## config.mk

```make
export PLATFORM = sky130hd
export DESIGN_NAME = sat_sqrt
export DESIGN_NICKNAME = d
export VERILOG_FILES = /design/src/sv/sat_pkg.sv /design/src/sv/sat_sqrt.sv
export SDC_FILE = /design/constraint.sdc
export NUM_CORES = 1
export LEC_CHECK = 0
export BUFFER_PORTS_ARGS = -buffer_cell sky130_fd_sc_hd__buf_2
export CORE_UTILIZATION = 50
export CTS_CLUSTER_DIAMETER = 40
export DETAILED_ROUTE_END_ITERATION = 8
export GPL_TIMING_DRIVEN = 0
export PLACE_DENSITY = 0.73
export SLEW_MARGIN = 20
export SYNTH_ARGS = -nofsm -noshare
export SYNTH_HDL_FRONTEND = slang
export SYNTH_SLANG_ARGS = --single-unit
```

## constraint.sdc

```tcl
create_clock -name clock -period 7.1 [get_ports clock]
set_clock_uncertainty 0.2 [all_clocks]
set_input_delay 0.355 -clock clock [delete_from_list [all_inputs] [get_ports clock]]
set_output_delay 0.355 -clock clock [all_outputs]
set_load 0.01 [all_outputs]
```

## src/sv/sat_pkg.sv

```systemverilog
`timescale 1ns / 1ps
`default_nettype none

package sat_pkg;

   // item kinds on the request side
   localparam logic [1:0] KIND_VERT_A   = 2'd0;
   localparam logic [1:0] KIND_VERT_B   = 2'd1;
   localparam logic [1:0] KIND_CENTRE_A = 2'd2;
   localparam logic [1:0] KIND_RUN      = 2'd3;

   localparam int COORD_W = 32;
   localparam int NORM_W  = 16;
   localparam int DEPTH_W = 32;
   localparam int PROJ_W  = 50;
   localparam int OV_W    = 51;

   // integer square root of the squared edge length
   localparam int SQRT_IN_W   = 62;
   localparam int ROOT_W      = 31;
   localparam int SQRT_STEPS  = 31;

   // normal component divide: quotient never exceeds 2^15
   localparam int DIV_NUM_W   = 46;
   localparam int DIV_DEN_W   = 31;
   localparam int QUO_W       = 17;
   localparam int DIV_STEPS   = 17;

   localparam int STEP_CNT_W  = 5;

   typedef enum logic [4:0] {
      ST_IDLE,
      ST_PASS,
      ST_EDGE_I,
      ST_EDGE_J,
      ST_NORM,
      ST_SQ_X,
      ST_SQ_Y,
      ST_SQ_SUM,
      ST_SQRT,
      ST_DIV_X,
      ST_DIV_X_WAIT,
      ST_DIV_Y,
      ST_DIV_Y_WAIT,
      ST_PRJ_RD,
      ST_PRJ_MX,
      ST_PRJ_MY,
      ST_PRJ_ACC,
      ST_EVAL,
      ST_NEXT_EDGE,
      ST_FINISH,
      ST_DIR_X,
      ST_DIR_Y,
      ST_DIR_SUM,
      ST_OUT
   } state_type;

   // start/done handshake of an iterative unit
   typedef struct packed {
      logic start;
   } unit_req_type;

   typedef struct packed {
      logic done;
   } unit_rsp_type;

endpackage

`default_nettype wire

```

## src/sv/sat_sqrt.sv

```systemverilog
`timescale 1ns / 1ps
`default_nettype none

module sat_sqrt (
   input  wire                             clock,
   input  wire                             reset,
   input  sat_pkg::unit_req_type           req,
   input  wire [sat_pkg::SQRT_IN_W-1:0]    radicand,
   output sat_pkg::unit_rsp_type           rsp,
   output logic [sat_pkg::ROOT_W-1:0]      root
);
   import sat_pkg::*;

   logic                    busy_ff, busy_in;
   logic                    done_ff, done_in;
   logic [STEP_CNT_W-1:0]   cnt_ff, cnt_in;
   logic [SQRT_IN_W-1:0]    rad_ff, rad_in;
   logic [31:0]             rem_ff, rem_in;
   logic [ROOT_W-1:0]       root_ff, root_in;
   logic [33:0]             rem_sh;
   logic [33:0]             trial;

   // two radicand bits per step, one root bit out
   always_comb begin
      rem_sh  = {rem_ff, rad_ff[SQRT_IN_W-1 -: 2]};
      trial   = {1'b0, root_ff, 2'b01};
      busy_in = busy_ff;
      done_in = 1'b0;
      cnt_in  = cnt_ff;
      rad_in  = rad_ff;
      rem_in  = rem_ff;
      root_in = root_ff;
      if (req.start) begin
         busy_in = 1'b1;
         cnt_in  = '0;
         rad_in  = radicand;
         rem_in  = '0;
         root_in = '0;
      end else if (busy_ff) begin
         rad_in = {rad_ff[SQRT_IN_W-3:0], 2'b00};
         if (rem_sh >= trial) begin
            rem_in  = 32'(rem_sh - trial);
            root_in = {root_ff[ROOT_W-2:0], 1'b1};
         end else begin
            rem_in  = rem_sh[31:0];
            root_in = {root_ff[ROOT_W-2:0], 1'b0};
         end
         cnt_in = cnt_ff + STEP_CNT_W'(1);
         if (cnt_ff == STEP_CNT_W'(SQRT_STEPS - 1)) begin
            busy_in = 1'b0;
            done_in = 1'b1;
         end
      end
   end

   always_ff @(posedge clock) begin
      if (reset) begin
         busy_ff <= 1'b0;
         done_ff <= 1'b0;
         cnt_ff  <= '0;
      end else begin
         busy_ff <= busy_in;
         done_ff <= done_in;
         cnt_ff  <= cnt_in;
      end
      rad_ff  <= rad_in;
      rem_ff  <= rem_in;
      root_ff <= root_in;
   end

   assign rsp.done = done_ff;
   assign root     = root_ff;

endmodule

`default_nettype wire

```

==> reports/results.txt, run 1 <==
outcome: complete, no violations
Inst Count DP: 1013
worst min path class: input pin to flip-flop
register area: 3263 sq um
Core Region: 14480 sq um
Final Hold Fails: 0
Worst slew margin: 41.18%
H-Tree Depth: 4
area of the multi-input gates: 3792 sq um
PortBufs: 96
initial antenna violation count: 0
CTS tree: yes
Seq cells post-synth: 132
top post-synthesis cells by area: edfxtp_1 25%, dfxtp_1 19%, mux2_2 9.2%, ha_1 5.9%, nor2_1 4.3%
WL final: 17060 um
register area share after synthesis: 44.21%
crit path max fanout: 10
drt pass-1 iters: 5
ANT nets after route: 0
root buf cell: clkbuf_16
setup TNS: 0 ns
crit path launch: root[25]
Initial DRC Count: 450
largest net degree at the start of global routing: 63
Die Height: 123.5 um
Reg2Reg Depth: 12
fill count: 1207
syn nets: 833
peak supply drop: 0.2230 mV
Synth Warn #: 0
Yosys top cell area share: 25.22%
post-layout util: 60.14%
Power Dens Cells: 409.3 nW/um^2
Final Cycle Share: 50.86%
Die X-Extent: 123.5 um
Worst R2R Setup Slack: 3.49 ns
vias: 5888
die area: 15250 sq um
Avg Vias per Cell: 5.618
vias in the first global route: 5662
Critical Path AT: 3.74 ns
hold path cells: 2
Initial Util: 50.98%
Hold Path Sink: rad_ff[45]
CTS resizes: 0
clock latency on the worst-skew pair: 0.44 ns
reg2reg start: root[25]
ys flop type: dfxtp_1
Yosys cell types: 57
GP Congestion: 0.9120
fin cells: 1048
number of max-cap violations: 0
mean post-synth cell area: 10.07 sq um
mapped cell area: 7381 sq um
Synth async-reset ratio: 0%
hold path start: radicand[45]
layout cell share with drive strength beyond 1: 25.69%
crit end category: flip-flop
RSZ-0062 raised after global routing: no
HPWL after DPL: 12130 um
WHS: 0.01662 ns
fin. max-slew vios: 0
RR Endpoint: rem_ff[14]
Final Net Count: 951
Clock Path Buffers: 2
crit path time final: 3.611 ns
global-route wire length before repair: 27200 um
area leader, netlist: edfxtp_1
Clock transition at path regs: 0.07 ns
Area Growth Syn to Fin: 17.97%
type of the worst setup path: flip-flop to flip-flop
Worst-Margin Slew: 0.8600 ns
post-synthesis cell count: 733
type of origin of the critical path: flip-flop
top cells by count, synth: 85 x nor2_1, 71 x nand2_1, 70 x dfxtp_1
number of flops mapped to enable cells by yosys: 62
routed len/inst: 16.28 um
Cell Rows: 44
FMAX: 0.2769 GHz
CTS Buf Count: 17
I/O pins: 97
residual DRC count: 0
Antenna diodes: 0
grt total ovfl: 0
Req. time, crit path: 7.23 ns
Total GRT Usage: 23.63%
most frequent cell after synthesis: nor2_1
Pleak: 3.546 nW
CTS Sinks: 132
final setup fails: 0
==> worst max-delay path, cell delays in order (launching register included) <==
cell and delay [ns]:
dfxtp_1 0.37, inv_1 0.06, ha_1 0.39, a211o_1 0.32
a221o_1 0.29, a221o_1 0.40, a311oi_2 0.33, nand3_2 0.21
nand2_2 0.17, buf_6 0.18, buf_4 0.25, nand2_1 0.09
a311oi_2 0.24
==> metrics by stage <==
stage	setup slack, ns	instance area, sq um	power (W)
after floorplan	4.012	7381	0.002276
after global placement	3.583	8092	0.002655
after detailed placement	3.565	8094	0.002667
after CTS	3.539	8707	0.003555
after global routing	3.261	8707	0.003786
final	3.489	8707	0.003564
==> what timing repair did <==
action,4_1_cts,5_1_grt
hold endpoints to repair,3,0
setup buffers,0,0
setup endpoints to repair,0,0
hold buffers,3,0
==> logic make-up after synthesis <==
kind of cell / count (synthesis) / share of synthesized area, %
multiplexers: 91 / 13.43
buffers and inverters: 76 / 4.441
adder cells (fa/ha/maj): 35 / 5.933
AND/OR/NAND/NOR: 223 / 13.36
flip-flops: 132 / 44.21
XOR/XNOR: 23 / 2.729
AO/OA/AOI/OAI: 153 / 15.90
==> per-layer routing <==
metal,up-vias,global-route usage (%),part of all wire (%)
met5,-,0,0
met3,25,7.288,5.9
met4,0,10.54,1.9
li1,2914,-,-
met2,157,37.29,47
met1,2792,29.65,45
==> how the worst max path moves through the flow <==
| stage | slack (ns) | endpoint |
|---|---|---|
| after global routing | 3.26 | rem_ff[29] |
| after detailed placement | 3.57 | rem_ff[29] |
| final | 3.49 | rem_ff[14] |
| after CTS | 3.54 | rem_ff[29] |
| after global placement | 3.58 | rem_ff[29] |
| after floorplan | 4.01 | rem_ff[29] |
==> where the power goes <==
group	total, W	switching, W	internal (W)
Clock	0.000870	0.000373	0.000497
Sequential	0.000964	0.0000640	0.000900
Combinational	0.00173	0.00104	0.000694
Total	0.00356	0.00147	0.00209
==> placed cells by master, fill, tap and decap left out, drive strengths merged, types with 10 or more instances in the layout <==
master  Yosys  routed
nor2       86      86
buf        10     106
inv        39      49
a21o       18      18
nor3       12      12
nand2      73      73
mux2       61      61
a21oi      40      40
o21ai      17      17
nand3      17      17
a311oi     24      24
xor2       10      10
edfxtp     62      62
dfxtp      70      70
ha         35      35
clkbuf     27      44
mux2i      30      30
xnor2      13      13
==> state kept, by name, summed over array words and instances, names as in the netlist <==
signal / cells
rad_ff: 62
rem_ff: 32
root: 31
cnt_ff: 5
busy_ff: 1
rsp: 1
==> cell type report <==
| cell class | count | share of cell area, % |
|---|---|---|
| Buffer | 37 | 2.084 |
| Clock buffer | 17 | 4.886 |
| Clock inverter | 15 | 1.811 |
| Inverter | 39 | 1.681 |
| Multi-Input combinational cell | 525 | 43.56 |
| Sequential cell | 132 | 37.48 |
| Tap cell | 184 | 2.644 |
| Timing Repair Buffer | 99 | 5.863 |
No activity file was read; power rests on OpenSTA's default activity.
==> run 2, diff against run 1 <==
==> constraint.sdc (replaced) <==
create_clock -name clock -period 3.6 [get_ports clock]
set_clock_uncertainty 0.2 [all_clocks]
set_input_delay 0.18 -clock clock [delete_from_list [all_inputs] [get_ports clock]]
set_output_delay 0.18 -clock clock [all_outputs]
set_load 0.01 [all_outputs]
==> run 2 against run 1 <==
  * Design area rose by 7.6%
  * Core utilization rose by 4.6 points
  * Non-clock buffer count rose by 63
  * Power rose by 100%
  * Cell count rose by 6.1%
  * Clock power rose by 100%
  * Wire length rose by 14%
  * Fmax rose by 4.6%
  * Largest power group unchanged
==> reports/results.txt, run 2 (synthesis results as in run 1) <==
residual DRC count: 0
Hold Path Sink: busy_ff
CTS Buf Count: 17
clock latency on the worst-skew pair: 0.44 ns
ANT nets after route: 0
RR Endpoint: rem_ff[14]
Worst R2R Setup Slack: 0.15 ns
most frequent cells in the layout: 97 x buf_2, 85 x nor2_1, 71 x nand2_1
Final Hold Fails: 0
Power Dens Cells: 770.6 nW/um^2
global-route wire length before repair: 30380 um
outcome: complete, no violations
grt total ovfl: 0
GP Congestion: 0.9120
P_sw: 0.002992 W
Clk pwr share: 24.1%
max FFs per register: 62
type of the worst setup path: flip-flop to flip-flop
hold path cells: 3
Req. time, crit path: 3.74 ns
CTS tree: yes
setup TNS: 0 ns
final setup fails: 0
peak supply drop: 0.4512 mV
Inst Count DP: 1013
Power Internal: 0.004228 W
PortBufs: 96
fin. max-slew vios: 0
Final Cycle Share: 95.89%
Reg2Reg Depth: 12
HPWL after DPL: 12130 um
vias: 6274
type of origin of the critical path: flip-flop
drt pass-1 iters: 5
Cell Rows: 44
Die Height: 123.5 um
crit path time final: 3.452 ns
combinational share of power: 49.5%
CTS Sinks: 132
vias in the first global route: 6090
Core Region: 14480 sq um
Clock Path Buffers: 2
Worst-Margin Slew: 0.8425 ns
number of max-cap violations: 0
H-Tree Depth: 4
FMAX: 0.2897 GHz
most common cell after layout, fill and taps aside: buf_2
register area: 3263 sq um
Pleak: 3.816 nW
fin cells: 1112
Avg Vias per Cell: 5.642
root buf cell: clkbuf_16
Die X-Extent: 123.5 um
crit path launch: root[25]
crit end category: flip-flop
Final Net Count: 1014
layout cell share with drive strength beyond 1: 24.49%
Initial Util: 50.98%
Sw Ratio: 41.44%
Area Growth Syn to Fin: 26.94%
Clock transition at path regs: 0.06 ns
area of the multi-input gates: 3822 sq um
crit path max fanout: 10
hold path start: reset
Critical Path AT: 3.59 ns
routed len/inst: 17.57 um
fill count: 1094
largest net degree at the start of global routing: 63
WL final: 19530 um
initial antenna violation count: 1
I/O pins: 97
Initial DRC Count: 489
sequential share of power: 26.4%
die area: 15250 sq um
Largest Register: rad_ff
worst min path class: input pin to flip-flop
Total GRT Usage: 26.67%
reg2reg start: root[25]
post-layout util: 64.71%
Worst slew margin: 43.83%
[run 2: layout make-up]
| class | count | share of cell area [%] |
|---|---|---|
| Antenna cell | 1 | 0.02671 |
| Buffer | 37 | 1.976 |
| Clock buffer | 17 | 4.541 |
| Clock inverter | 15 | 1.683 |
| Inverter | 39 | 1.562 |
| Multi-Input combinational cell | 525 | 40.80 |
| Sequential cell | 132 | 34.83 |
| Tap cell | 184 | 2.457 |
| Timing Repair Buffer | 162 | 12.13 |
[run 2: worst max-delay path, cell delays in order (launching register included)]
cell and delay (ns):
dfxtp_1 0.37, inv_1 0.06, ha_1 0.39, a211o_1 0.32, a221o_1 0.29, a221o_1 0.40, a311oi_2 0.33, nand3_2 0.14
nand2_2 0.13, buf_6 0.19, buf_6 0.20, nand2_1 0.08, a311oi_2 0.24
[run 2: layer usage]
metal  track usage (%)  routed length, um
met3             7.518               1284
met1             31.83               8005
met2             45.15               9814
met5                 0                  0
met4             10.62                429
[run 2: power groups by stage]
stage	combinational (W)	clock [W]	sequential (W)
4_1_cts	0.00342	0.00175	0.00190
2_1_floorplan	0.00261	0	0.00188
3_3_place_gp	0.00331	0	0.00193
5_1_grt	0.00389	0.00183	0.00192
6_report	0.00357	0.00174	0.00191
3_5_place_dp	0.00333	0	0.00193
[run 2: what timing repair did]
action	CTS	global route
hold buffers	64	0
hold endpoints to repair	64	0
setup endpoints to repair	0	25
setup buffers	0	2
gates resized for setup	0	6
[run 2: worst max-delay path by stage]
stage / endpoint / slack [ns] / cells past startpoint
2_1_floorplan: rem_ff[29] / 0.51 / 11
3_3_place_gp: rem_ff[29] / 0.08 / 10
3_5_place_dp: rem_ff[29] / 0.07 / 10
4_1_cts: rem_ff[29] / 0.04 / 10
5_1_grt: rem_ff[21] / -0.01 / 12
6_report: rem_ff[14] / 0.15 / 12
[run 2: through the flow]
step / worst slack (ns) / area, sq um / total power [W] / hold WS (ns)
floorplan: 0.5124 / 7381 / 0.004490 / 0.05238
global placement: 0.08255 / 8092 / 0.005236 / 0.1657
detailed placement: 0.06500 / 8094 / 0.005261 / 0.1637
CTS: 0.03945 / 9318 / 0.007063 / 0.2611
global route: -0.01146 / 9369 / 0.007650 / 0.2808
finish: 0.1481 / 9369 / 0.007220 / 0.2690
